File: src/rtl/frx_pkg.sv
// frx_pkg: shared types, constants and codes of the framed packet receiver
// used by every module under rtl; depends on nothing
package frx_pkg;

    localparam int FRAME_CAPACITY = 64;
    localparam int ADDR_W         = $clog2(FRAME_CAPACITY);
    localparam int FILL_W         = 7;
    localparam int FIFO_DEPTH     = 4;
    localparam int FIFO_PTR_W     = $clog2(FIFO_DEPTH);
    localparam int LEVEL_W        = $clog2(FIFO_DEPTH + 1);
    localparam int CFG_IDX_W      = 1;

    localparam logic [7:0]        MIN_FRAME_LENGTH = 8'd5;
    localparam logic [7:0]        MAX_FRAME_LENGTH = 8'(FRAME_CAPACITY);
    localparam logic [FILL_W-1:0] FILL_LIMIT       = FILL_W'(FRAME_CAPACITY);
    localparam logic [FILL_W-1:0] TRAILER_BYTES    = FILL_W'(2);

    localparam logic [7:0] HEADER_RESET = 8'd170;
    localparam logic [7:0] TAIL_RESET   = 8'd85;

    // configuration register indexes
    localparam logic [CFG_IDX_W-1:0] CFG_HEADER = 1'b0;
    localparam logic [CFG_IDX_W-1:0] CFG_TAIL   = 1'b1;

    typedef enum logic [2:0] {
        EV_ACCEPT    = 3'd0,
        EV_OUT       = 3'd1,
        EV_CSUM_DROP = 3'd2,
        EV_LEN_DROP  = 3'd3,
        EV_IGNORED   = 3'd4
    } event_t;

    typedef enum logic [4:0] {
        PH_HUNT   = 5'b00001,
        PH_LENGTH = 5'b00010,
        PH_DATA   = 5'b00100,
        PH_CHECK  = 5'b01000,
        PH_TAIL   = 5'b10000
    } phase_t;

    typedef struct packed {
        event_t            ev;
        logic [7:0]        data;
        logic [ADDR_W-1:0] pos;
        logic              last;
    } result_t;

    typedef struct packed {
        logic              en;
        logic [ADDR_W-1:0] addr;
        logic [7:0]        data;
    } mem_wr_t;

    typedef struct packed {
        logic              start;
        logic [ADDR_W-1:0] last_idx;
    } drain_cmd_t;

endpackage

File: src/rtl/frx_frame_mem.sv
// frx_frame_mem: frame store, one write port and one registered read port
// depends on frx_pkg
module frx_frame_mem import frx_pkg::*; (
    input  logic              aclk,
    input  mem_wr_t           wr,
    input  logic              rd_en,
    input  logic [ADDR_W-1:0] rd_addr,
    output logic [7:0]        rd_data
);

    logic [7:0] store_mem [FRAME_CAPACITY];

    always_ff @(posedge aclk) begin
        if (wr.en) begin
            store_mem[wr.addr] <= wr.data;
        end
    end

    always_ff @(posedge aclk) begin
        if (rd_en) begin
            rd_data <= store_mem[rd_addr];
        end
    end

endmodule

File: src/rtl/frx_parser.sv
// frx_parser: frame state machine, running xor, config registers, store writes
// depends on frx_pkg
module frx_parser import frx_pkg::*; (
    input  logic                 aclk,
    input  logic                 aresetn,
    input  logic                 cfg_we,
    input  logic [CFG_IDX_W-1:0] cfg_index,
    input  logic [7:0]           cfg_wdata,
    input  logic                 s_valid,
    output logic                 s_ready,
    input  logic [7:0]           s_rx_byte,
    input  logic                 drain_busy,
    input  logic                 fifo_full,
    output mem_wr_t              mem_wr,
    output logic                 single_push,
    output result_t              single_res,
    output drain_cmd_t           drain_cmd
);

    logic [7:0]        header_reg, tail_reg;
    phase_t            phase_reg, phase_next;
    logic [FILL_W-1:0] fill_reg, fill_next;
    logic [FILL_W-1:0] len_reg, len_next;
    logic [7:0]        xor_reg, xor_next;
    logic              acc;
    logic [FILL_W-1:0] fill_inc;
    logic              can_store;
    event_t            ev;

    always_ff @(posedge aclk) begin
        if (!aresetn) begin
            header_reg <= HEADER_RESET;
            tail_reg   <= TAIL_RESET;
        end else if (cfg_we) begin
            unique case (cfg_index)
                CFG_HEADER: header_reg <= cfg_wdata;
                CFG_TAIL:   tail_reg   <= cfg_wdata;
                default:    ;
            endcase
        end
    end

    assign s_ready   = !drain_busy && !fifo_full;
    assign acc       = s_valid && s_ready;
    assign fill_inc  = fill_reg + FILL_W'(1);
    assign can_store = fill_reg < FILL_LIMIT;

    always_comb begin
        phase_next     = phase_reg;
        fill_next      = fill_reg;
        len_next       = len_reg;
        xor_next       = xor_reg;
        ev             = EV_ACCEPT;
        single_push    = acc;
        mem_wr.en      = 1'b0;
        mem_wr.addr    = fill_reg[ADDR_W-1:0];
        mem_wr.data    = s_rx_byte;
        drain_cmd.start    = 1'b0;
        drain_cmd.last_idx = ADDR_W'(len_reg - FILL_W'(1));
        if (acc) begin
            unique case (phase_reg)
                PH_LENGTH: begin
                    if (s_rx_byte < MIN_FRAME_LENGTH || s_rx_byte > MAX_FRAME_LENGTH) begin
                        ev         = EV_LEN_DROP;
                        phase_next = PH_HUNT;
                        fill_next  = '0;
                        len_next   = '0;
                        xor_next   = '0;
                    end else begin
                        len_next   = s_rx_byte[FILL_W-1:0];
                        mem_wr.en  = can_store;
                        fill_next  = fill_inc;
                        xor_next   = xor_reg ^ s_rx_byte;
                        phase_next = PH_DATA;
                    end
                end
                PH_DATA: begin
                    mem_wr.en = can_store;
                    fill_next = fill_inc;
                    xor_next  = xor_reg ^ s_rx_byte;
                    if (fill_inc >= len_reg - TRAILER_BYTES) begin
                        phase_next = PH_CHECK;
                    end
                end
                PH_CHECK: begin
                    if (s_rx_byte != xor_reg) begin
                        ev         = EV_CSUM_DROP;
                        phase_next = PH_HUNT;
                        fill_next  = '0;
                        len_next   = '0;
                        xor_next   = '0;
                    end else begin
                        mem_wr.en  = can_store;
                        fill_next  = fill_inc;
                        phase_next = PH_TAIL;
                    end
                end
                PH_TAIL: begin
                    if (s_rx_byte != tail_reg) begin
                        ev = EV_IGNORED;
                    end else begin
                        // tail goes into the store, then the whole frame is read out
                        mem_wr.en       = can_store;
                        single_push     = 1'b0;
                        drain_cmd.start = 1'b1;
                        phase_next      = PH_HUNT;
                        fill_next       = '0;
                        len_next        = '0;
                        xor_next        = '0;
                    end
                end
                default: begin
                    if (s_rx_byte != header_reg) begin
                        ev         = EV_IGNORED;
                        phase_next = PH_HUNT;
                    end else begin
                        mem_wr.en   = 1'b1;
                        mem_wr.addr = '0;
                        fill_next   = FILL_W'(1);
                        len_next    = '0;
                        xor_next    = s_rx_byte;
                        phase_next  = PH_LENGTH;
                    end
                end
            endcase
        end
    end

    assign single_res.ev   = ev;
    assign single_res.data = '0;
    assign single_res.pos  = '0;
    assign single_res.last = 1'b1;

    always_ff @(posedge aclk) begin
        if (!aresetn) begin
            phase_reg <= PH_HUNT;
            fill_reg  <= '0;
            len_reg   <= '0;
            xor_reg   <= '0;
        end else begin
            phase_reg <= phase_next;
            fill_reg  <= fill_next;
            len_reg   <= len_next;
            xor_reg   <= xor_next;
        end
    end

    a_no_accept_while_drain: assert property (@(posedge aclk) disable iff (!aresetn)
        drain_busy |-> !acc)
        else $error("item accepted while frame drain active");

    a_tail_starts_drain: assert property (@(posedge aclk) disable iff (!aresetn)
        drain_cmd.start |=> phase_reg == PH_HUNT && fill_reg == '0)
        else $error("parser not back to hunting after frame complete");

    a_write_in_range: assert property (@(posedge aclk) disable iff (!aresetn)
        (mem_wr.en && phase_reg != PH_HUNT) |-> fill_reg < FILL_LIMIT)
        else $error("frame store write beyond capacity");

endmodule

File: src/rtl/frx_drain.sv
// frx_drain: read sequencer that streams a stored frame into the result queue
// depends on frx_pkg
module frx_drain import frx_pkg::*; (
    input  logic               aclk,
    input  logic               aresetn,
    input  drain_cmd_t         cmd,
    input  logic [LEVEL_W-1:0] fifo_level,
    output logic               busy,
    output logic               rd_en,
    output logic [ADDR_W-1:0]  rd_addr,
    input  logic [7:0]         rd_data,
    output logic               push,
    output result_t            res
);

    logic              busy_reg, issued_all_reg, inflight_reg, inflight_last_reg;
    logic [ADDR_W-1:0] idx_reg, last_idx_reg, inflight_pos_reg;
    logic              at_last;
    logic [LEVEL_W:0]  occupancy;

    assign at_last   = idx_reg == last_idx_reg;
    // queue entries plus the read still in flight must leave room for one more
    assign occupancy = {1'b0, fifo_level} + (LEVEL_W + 1)'(inflight_reg);
    assign rd_en     = busy_reg && !issued_all_reg && occupancy < (LEVEL_W + 1)'(FIFO_DEPTH);
    assign rd_addr   = idx_reg;
    assign busy      = busy_reg;

    always_ff @(posedge aclk) begin
        if (!aresetn) begin
            busy_reg          <= 1'b0;
            issued_all_reg    <= 1'b0;
            inflight_reg      <= 1'b0;
            inflight_last_reg <= 1'b0;
        end else begin
            inflight_reg      <= rd_en;
            inflight_last_reg <= rd_en && at_last;
            if (cmd.start) begin
                busy_reg       <= 1'b1;
                issued_all_reg <= 1'b0;
            end else begin
                if (rd_en && at_last) begin
                    issued_all_reg <= 1'b1;
                end
                if (inflight_reg && inflight_last_reg) begin
                    busy_reg <= 1'b0;
                end
            end
        end
    end

    always_ff @(posedge aclk) begin
        if (cmd.start) begin
            idx_reg      <= '0;
            last_idx_reg <= cmd.last_idx;
        end else if (rd_en) begin
            idx_reg <= idx_reg + ADDR_W'(1);
        end
        if (rd_en) begin
            inflight_pos_reg <= idx_reg;
        end
    end

    assign push     = inflight_reg;
    assign res.ev   = EV_OUT;
    assign res.data = rd_data;
    assign res.pos  = inflight_pos_reg;
    assign res.last = inflight_last_reg;

    a_start_when_idle: assert property (@(posedge aclk) disable iff (!aresetn)
        cmd.start |-> !busy_reg)
        else $error("drain started while previous frame still draining");

    a_inflight_busy: assert property (@(posedge aclk) disable iff (!aresetn)
        inflight_reg |-> busy_reg)
        else $error("read data returned outside a drain");

    a_no_read_past_end: assert property (@(posedge aclk) disable iff (!aresetn)
        rd_en |-> idx_reg <= last_idx_reg)
        else $error("drain read beyond frame end");

endmodule

File: src/rtl/frx_result_fifo.sv
// frx_result_fifo: small result queue that decouples the m_ channel
// depends on frx_pkg
module frx_result_fifo import frx_pkg::*; (
    input  logic               aclk,
    input  logic               aresetn,
    input  logic               push,
    input  result_t            push_res,
    output logic               full,
    output logic [LEVEL_W-1:0] level,
    output logic               m_valid,
    input  logic               m_ready,
    output result_t            m_res
);

    result_t                 entry_reg [FIFO_DEPTH];
    logic [FIFO_PTR_W-1:0]   wr_ptr_reg, rd_ptr_reg;
    logic [LEVEL_W-1:0]      count_reg;
    logic                    pop;

    assign level   = count_reg;
    assign full    = count_reg == LEVEL_W'(FIFO_DEPTH);
    assign m_valid = count_reg != '0;
    assign pop     = m_valid && m_ready;
    assign m_res   = entry_reg[rd_ptr_reg];

    always_ff @(posedge aclk) begin
        if (!aresetn) begin
            wr_ptr_reg <= '0;
            rd_ptr_reg <= '0;
            count_reg  <= '0;
        end else begin
            if (push) begin
                wr_ptr_reg <= wr_ptr_reg + FIFO_PTR_W'(1);
            end
            if (pop) begin
                rd_ptr_reg <= rd_ptr_reg + FIFO_PTR_W'(1);
            end
            count_reg <= count_reg + LEVEL_W'(push) - LEVEL_W'(pop);
        end
    end

    always_ff @(posedge aclk) begin
        if (push) begin
            entry_reg[wr_ptr_reg] <= push_res;
        end
    end

    a_no_overflow: assert property (@(posedge aclk) disable iff (!aresetn)
        full |-> !push)
        else $error("result queue overflow");

    a_level_tracks: assert property (@(posedge aclk) disable iff (!aresetn)
        (push && !pop) |=> count_reg == $past(count_reg) + LEVEL_W'(1))
        else $error("result queue level lost a push");

    a_empty_after_reset: assert property (@(posedge aclk)
        !aresetn |=> !m_valid)
        else $error("result queue not empty after reset");

endmodule

File: src/rtl/framed_packet_receiver_xor.sv
// framed_packet_receiver_xor: top level of the framed byte receiver
// depends on frx_pkg, frx_parser, frx_frame_mem, frx_drain, frx_result_fifo
//
// usage
// - s_ channel: one received byte per item (s_rx_byte), valid/ready handshake
// - m_ channel: result items (event, frame byte, byte position, last)
// - cfg port: cfg_we with cfg_index 0 sets the header byte, 1 the tail byte;
//   write only while the block is idle, no read-back
// - frames are header, length L (whole frame), data, xor checksum, tail;
//   bytes that pass their checks go into a 64-entry frame store on arrival
// - a byte that is not a matching tail gives one item on m_, registered in
//   the result queue; bytes are taken one per cycle while s_ready is high
// - a matching tail starts a read-out of the store: each frame byte is read
//   from the store and registered into the result queue, one item per cycle
//   while the receiver keeps up, L items in all with last on the final one
// - s_ready stays low from the tail until the last read of that frame has
//   landed in the result queue; the store's single read port sets the pace
//   of that read-out
// - a four-entry result queue sits before m_; when the receiver stalls it
//   fills; s_ready stops when full, the drain when a read would overfill it
// - reset (aresetn low, synchronous) restores the default header and tail
//   bytes, returns to hunting and empties the queue; the store is not cleared
//   as every entry is written in a frame before it is read
module framed_packet_receiver_xor import frx_pkg::*; (
    input  logic                 aclk,
    input  logic                 aresetn,
    input  logic                 cfg_we,
    input  logic [CFG_IDX_W-1:0] cfg_index,
    input  logic [7:0]           cfg_wdata,
    input  logic                 s_valid,
    output logic                 s_ready,
    input  logic [7:0]           s_rx_byte,
    output logic                 m_valid,
    input  logic                 m_ready,
    output logic [2:0]           m_event_res,
    output logic [7:0]           m_frame_byte,
    output logic [5:0]           m_byte_position,
    output logic                 m_last
);

    mem_wr_t            mem_wr;
    drain_cmd_t         drain_cmd;
    result_t            single_res, drain_res, push_res, m_res;
    logic               single_push, drain_push, push;
    logic               drain_busy, fifo_full;
    logic [LEVEL_W-1:0] fifo_level;
    logic               rd_en;
    logic [ADDR_W-1:0]  rd_addr;
    logic [7:0]         rd_data;

    // byte parser: phase, running xor, length check, store writes
    frx_parser u_parser (
        .aclk        (aclk),
        .aresetn     (aresetn),
        .cfg_we      (cfg_we),
        .cfg_index   (cfg_index),
        .cfg_wdata   (cfg_wdata),
        .s_valid     (s_valid),
        .s_ready     (s_ready),
        .s_rx_byte   (s_rx_byte),
        .drain_busy  (drain_busy),
        .fifo_full   (fifo_full),
        .mem_wr      (mem_wr),
        .single_push (single_push),
        .single_res  (single_res),
        .drain_cmd   (drain_cmd)
    );

    // frame store; the tail write lands before the first drain read
    frx_frame_mem u_mem (
        .aclk    (aclk),
        .wr      (mem_wr),
        .rd_en   (rd_en),
        .rd_addr (rd_addr),
        .rd_data (rd_data)
    );

    frx_drain u_drain (
        .aclk       (aclk),
        .aresetn    (aresetn),
        .cmd        (drain_cmd),
        .fifo_level (fifo_level),
        .busy       (drain_busy),
        .rd_en      (rd_en),
        .rd_addr    (rd_addr),
        .rd_data    (rd_data),
        .push       (drain_push),
        .res        (drain_res)
    );

    // parser and drain never push together: inputs are held off while draining
    assign push     = single_push || drain_push;
    assign push_res = drain_push ? drain_res : single_res;

    frx_result_fifo u_fifo (
        .aclk     (aclk),
        .aresetn  (aresetn),
        .push     (push),
        .push_res (push_res),
        .full     (fifo_full),
        .level    (fifo_level),
        .m_valid  (m_valid),
        .m_ready  (m_ready),
        .m_res    (m_res)
    );

    assign m_event_res     = m_res.ev;
    assign m_frame_byte    = m_res.data;
    assign m_byte_position = m_res.pos;
    assign m_last          = m_res.last;

    a_single_source: assert property (@(posedge aclk) disable iff (!aresetn)
        !(single_push && drain_push))
        else $error("parser and drain pushed in the same cycle");

    a_drain_follows_tail: assert property (@(posedge aclk) disable iff (!aresetn)
        drain_cmd.start |=> drain_busy && !s_ready)
        else $error("drain not active after frame tail");

    a_last_ends_drain: assert property (@(posedge aclk) disable iff (!aresetn)
        (drain_push && drain_res.last) |=> !drain_busy)
        else $error("drain still busy after last frame byte");

endmodule

File: config.mk
export PLATFORM = sky130hd
export DESIGN_NAME = framed_packet_receiver_xor
export DESIGN_NICKNAME = d
export VERILOG_FILES = /design/src/rtl/frx_pkg.sv /design/src/rtl/frx_frame_mem.sv /design/src/rtl/frx_parser.sv /design/src/rtl/frx_drain.sv /design/src/rtl/frx_result_fifo.sv /design/src/rtl/framed_packet_receiver_xor.sv
export SDC_FILE = /design/constraint.sdc
export NUM_CORES = 1
export LEC_CHECK = 0
export ABC_AREA = 1
export CAP_MARGIN = 20
export CELL_PAD_IN_SITES_DETAIL_PLACEMENT = 2
export CELL_PAD_IN_SITES_GLOBAL_PLACEMENT = 2
export CORE_MARGIN = 5
export CORE_UTILIZATION = 44
export CTS_BUF_LIST = sky130_fd_sc_hd__clkbuf_8
export DETAILED_ROUTE_END_ITERATION = 6
export DONT_BUFFER_PORTS = 1
export GPL_ROUTABILITY_DRIVEN = 1
export PLACE_DENSITY = 0.83
export SYNTH_ARGS = -nofsm -noshare
export SYNTH_HDL_FRONTEND = slang
export SYNTH_HIERARCHICAL = 1
export SYNTH_SLANG_ARGS = --single-unit
File: constraint.sdc
create_clock -name aclk -period 3.2 [get_ports aclk]
set_input_delay 0.32 -clock aclk [delete_from_list [all_inputs] [get_ports aclk]]
set_output_delay 0.32 -clock aclk [all_outputs]
set_load 0.05 [all_outputs]
# After elaboration in Yosys (flattened, before gate mapping)
# Memory sizes are Yosys's and may differ from the RTL's. A register that Yosys moved wholly into a read port is not among the register bits.
# Index checks and enable logic that the tools add are counted.
# Widths: inputs -> output; s select.
[totals] reg_bits=72 ramBits=584 in_bits=22 out_inout_bits=20 elab_cells=120 mem_count=2
[classes] n_addsub=9 n_lt_le_gt_ge=5 n_eq_ne=14 n_mux=48 bitwise=4 reduce_logical=22
[memory_table] memory="u_mem.store_mem" words=64 word_bits=8 read_ports=1 rd_clocked_by_memory_dff=1 wr=1 line_no="frx_frame_mem.sv:11" rtl="logic [7:0] store_mem [FRAME_CAPACITY];"
[memory_table] memory="u_fifo.entry_reg" words=4 word_bits=18 read_ports=1 rd_clocked_by_memory_dff=1 wr=1 line_no="frx_result_fifo.sv:15" rtl="result_t entry_reg [FIFO_DEPTH];"
[op_table] operator="$mux 7" n=9
[op_table] operator="$pmux 7 s4" n=2
[op_table] operator="$mux 8" n=4
[op_table] operator="$pmux 8 s4" n=1
[op_table] operator="$ne 8x8->1" n=3
[op_table] operator="$pmux 5 s4" n=1
[op_table] operator="$mux 18" n=1
[op_table] operator="$mux 1" n=15
[op_table] operator="$mux 5" n=3
[op_table] operator="$mux 3" n=4
[op_table] operator="$pmux 3 s4" n=1
[op_table] operator="$mux 2" n=5
[op_table] operator="$gt 8x7->1 const B" n=1
[op_table] operator="$lt 8x3->1 const B" n=1
[op_table] operator="$xor 8x8->8" n=1
[op_table] operator="$add 7x1->7 const B" n=1
[op_table] operator="$ge 7x7->1" n=1
[op_table] operator="$logic_and 1x1->1" n=7
[op_table] operator="$lt 7x7->1 const B" n=1
[op_table] operator="$sub 7x2->7 const B" n=1
[op_table] operator="$add 6x1->6 const B" n=1
[op_table] operator="$eq 6x6->1" n=1
[op_table] operator="$mux 6" n=1
[op_table] operator="$reduce_and 3->1" n=2
[op_table] operator="26 further kinds" n=34

# Longest topological paths before layout
[depth] word_depth=8 depth_mapped=16 depth_no_buf=15

# Hierarchy
# The synthesis kept the hierarchy.
[by_module_without_submodules] module="frx_frame_mem" n_inst=1 cells_per_inst=1805 area_per_inst_um2=21419.3
[by_module_without_submodules] module="frx_parser" n_inst=1 cells_per_inst=581 area_per_inst_um2=3433.3
[by_module_without_submodules] module="frx_result_fifo" n_inst=1 cells_per_inst=235 area_per_inst_um2=3166.8
[by_module_without_submodules] module="frx_drain" n_inst=1 cells_per_inst=100 area_per_inst_um2=983.4
[by_module_without_submodules] module="framed_packet_receiver_xor" n_inst=1 cells_per_inst=59 area_per_inst_um2=257.7

# Worst setup path before layout
# Ideal clock, no wire load.
[synth_path] kind="register to register" startpoint="register u_fifo.count_reg[1], in the netlist u_fifo/level[1]" endpoint="memory u_mem.store_mem[48][0] (enable)" setup_ns=0.395 t_arrival_ns=3.317 setup_slack_ns=-0.512 stages_incl_launch_ff=12 path_buffers=1 synth_period_minus_slack_ns=3.712 cell_sequence="dfxtp_1 inv_1 nand2_1 nor2_1 nor2_1 nand2_1 inv_1 nand2_1 a21oi_1 clkbuf_1 nand4_1 nor4_1"
[synth_lines] item="start, declared" line_no="frx_result_fifo.sv:17" rtl="logic [LEVEL_W-1:0] count_reg;"
[synth_lines] item="start signal, assigned" line_no="frx_result_fifo.sv:38" rtl="count_reg <= count_reg + LEVEL_W'(push) - LEVEL_W'(pop);"
[synth_lines] item="end, declared" line_no="frx_frame_mem.sv:11"

==> out/results.ini <==
[outcome]
status=finished, violations left
violations=design-rule violations, negative hold slack, negative setup slack

[final_layout]
num-fill-cells=6568
nets=2948
instances_no_fill=3863
syn2layout_area_growth_pct=12.62
final_common_cell=nand2_1
drive_gt1_share_pct=11.61
layout_common_cells=nand2_1, edfxtp_1, nand3_1
largest_reg_flops=512

[timing]
hold_viol=3
rsz0062_at_grt=true
slew_headroom_pct=37.21
max_slew.worst_pin.slew_ns=0.9408
finalCriticalPeriod_ns=3.441
setup_viol=354
post-route-period-util_pct=107.5
fin_tns_setup_ns=-26.94
hold-worst-slack_ns=-0.02085
fin_ws_ns=-0.2405
finClkSkew_ns=0.06243
timing.fmax_ghz=0.2907
slew_violations=0

[clock_network]
cts_tree=yes
clk_latency_ns=0.78
htree_levels=3
cts_sinks=666
cts_buffers=111
clk_pin_slew_ns=0.08
cts_buffer_depth=3
cts_root_buf=clkbuf_8

[global_route]
grt_pass1_wl_mm=170.5
use_met2_pct=54.02
grt_antenna_before_repair=2
grt_max_degree=143
grt_pass1_vias=25640
track_usage_pct=31.54
globalRoute.busiestLayer=met2
met3_usage_pct=5.063
gr-total-overflow=0
gr-usage-met1_pct=39.74

[worst_setup_path]
worst_path_largest_cell_delay_ns=0.38
start_kind=flip-flop
cp_data_arrival_time_ns=3.87
critPathKind=reg -> reg
end_kind=flip-flop
worstPathRequired_ns=3.63
r2r-end=u_mem/store_mem[55][0]
path_cells=nor2_2 > nand4_2 > nand2_1 > nor2_4 > inv_1 > nor2_1 > nand2_2 > nand2_1 > inv_1 > inv_1 > buf_4 > nor4_2 > buf_4
crit_slowest_cell=nor4_2
cp_max_fo=9
timing.critical_path.mode_cell=inv_1
reg2reg_slack_ns=-0.24
r2r_cells=13
r2r_start=u_parser/phase_reg[0]

[floorplan]
rows=94
dieArea_um2=71760
initial_utilization_pct=44.43
die_y_um=267.9
die_w_um=267.9
coreArea_um2=65860
io_pins=42

[synth]
synthXorXnorAreaFrac_pct=0.7184
syn_area_um2=29260
synth_edf_count=604
postSynthCellCount=2780
synth_top_family_by_area=simple AND/OR/NAND/NOR gates
synth_adder_area_share_pct=0.8381
synth_area_per_cell_um2=10.53
synthSimpleGateAreaFrac_pct=23.88
ys_types=48
async_flop_share_pct=0
ys_ff_latch=666
synth_compound_area_share_pct=2.027
ys.flop_type=edfxtp_1
ys_seq_area_share_pct=66.23
yosys_warnings=6
muxShareOfSynthArea_pct=0

[hold_path]
hold_depth=1
min_from=s_rx_byte[5]
hold_path_class=in -> reg
holdPathEnd=u_mem/store_mem[59][5]

[power_and_ir_drop]
ir_drop_mv=0.3543
leakage_nw=12.75
power.density_nw_per_um2=648.3
finalPower_mw=21.36

[drt]
vias_per_cell=6.238
wire_per_inst_um=32.95
drt_iter0_drc=2792
wl_mm=127.3
drc=5
vias=24100
final_antenna_net_count=0
first_pass_iters=7

[placed_design]
place.gp.congestion=0.8292
placedCellCount=3616
post-dp-hpwl_mm=63.18
io_buffers=0

[run]
cap_violations=0

==> how the worst max path moves through the flow <==
stage | start | endpoint | slack (ns) | cells past startpoint
after floorplan | u_fifo/level[1] | u_mem/store_mem[52][0] | -0.04 | 11
after global placement | u_parser/phase_reg[0] | u_mem/store_mem[47][1] | -0.02 | 11
after detailed placement | u_parser/phase_reg[2] | u_mem/store_mem[47][3] | -0.33 | 11
after CTS | u_parser/phase_reg[0] | u_mem/store_mem[31][4] | 0.005 | 13
after global routing | u_parser/phase_reg[0] | u_mem/store_mem[58][3] | -0.34 | 14
final | u_parser/phase_reg[0] | u_mem/store_mem[55][0] | -0.24 | 13
==> worst max-delay path: cells and delay by family (launching register included) <==
| family | cells | cell delay (ns) |
|---|---|---|
| buffers and inverters | 5 | 1.25 |
| DFF | 1 | 0.36 |
| and+or+nand+nor | 8 | 1.52 |
==> layer usage <==
layer | share of wire, % | wire length, um
met1 | 38 | 48090
met4 | 6.4 | 8147
met2 | 49 | 61750
met3 | 7.3 | 9298
met5 | 0 | 0
==> area by class of cell <==
| class | count | area (um2) | area share [%] |
|---|---|---|---|
| clock inverters | 82 | 409.1 | 1.242 |
| clock buffers | 122 | 1679 | 5.095 |
| flip-flops and latches | 666 | 19390 | 58.84 |
| repair buffers | 173 | 1660 | 5.039 |
| inverters | 138 | 536.8 | 1.629 |
| diodes | 1 | 2.502 | 0.007594 |
| multi-input cells | 1817 | 8195 | 24.87 |
| well taps | 864 | 1081 | 3.281 |
==> power by group <==
part / leakage, nW / switching [mW] / internal [mW]
clock: 1.23 / 4.10 / 3.66
sequential: 5.94 / 0.145 / 9.65
combinational: 5.58 / 2.89 / 0.921
==> cell families (layout without fill, tap and decap cells) <==
kind of cell / Yosys count / count (layout)
xor gates and xnor gates: 24 / 24
buffers and inverters: 311 / 515
and+or+nand+nor: 1649 / 1649
DFF: 666 / 666
other: 4 / 19
AOI/OAI and AO/OA: 107 / 107
adders and majority gates: 19 / 19
==> metrics by stage <==
| step | hold slack [ns] | setup slack [ns] | util (%) | area, um2 |
|---|---|---|---|---|
| 2_1_floorplan | 0.4135 | -0.04440 | - | 29370 |
| 3_3_place_gp | 0.4271 | -0.01666 | 45.92 | 30250 |
| 3_5_place_dp | 0.4277 | -0.3311 | 45.92 | 30250 |
| 4_1_cts | 0.001488 | 0.005089 | 49.93 | 32890 |
| 5_1_grt | -0.03161 | -0.3402 | 50.03 | 32950 |
| 6_report | -0.02085 | -0.2405 | 50.03 | 32950 |
==> cell usage after synthesis (8+ instances only) <==
| cell | count | area, um2 |
|---|---|---|
| clkbuf_1 | 16 | 60.06 |
| dfxtp_1 | 62 | 1241 |
| o22ai_1 | 18 | 112.6 |
| nor2_1 | 191 | 716.9 |
| nand2_1 | 922 | 3461 |
| inv_1 | 120 | 450.4 |
| nand3_1 | 486 | 2432 |
| edfxtp_1 | 604 | 18140 |
| inv_2 | 13 | 48.80 |
| xnor2_1 | 13 | 113.9 |
| ha_1 | 18 | 225.2 |
| nand4_1 | 14 | 87.58 |
| buf_6 | 46 | 518.0 |
| xor2_1 | 11 | 96.34 |
| buf_1 | 10 | 37.54 |
| buf_4 | 56 | 420.4 |
| nor4_1 | 8 | 50.05 |
| a21oi_1 | 25 | 125.1 |
| o21ai_0 | 36 | 180.2 |
| o21ai_1 | 18 | 90.09 |
| buf_2 | 42 | 210.2 |
==> what timing repair did <==
action,CTS,global route
pin swaps,1,4
endpoints found under the setup margin,335,397
gates resized for setup,5,9
hold endpoints to repair,568,0
hold buffers,38,0
setup buffers,1,3
No activity file was read; power rests on OpenSTA's default activity.
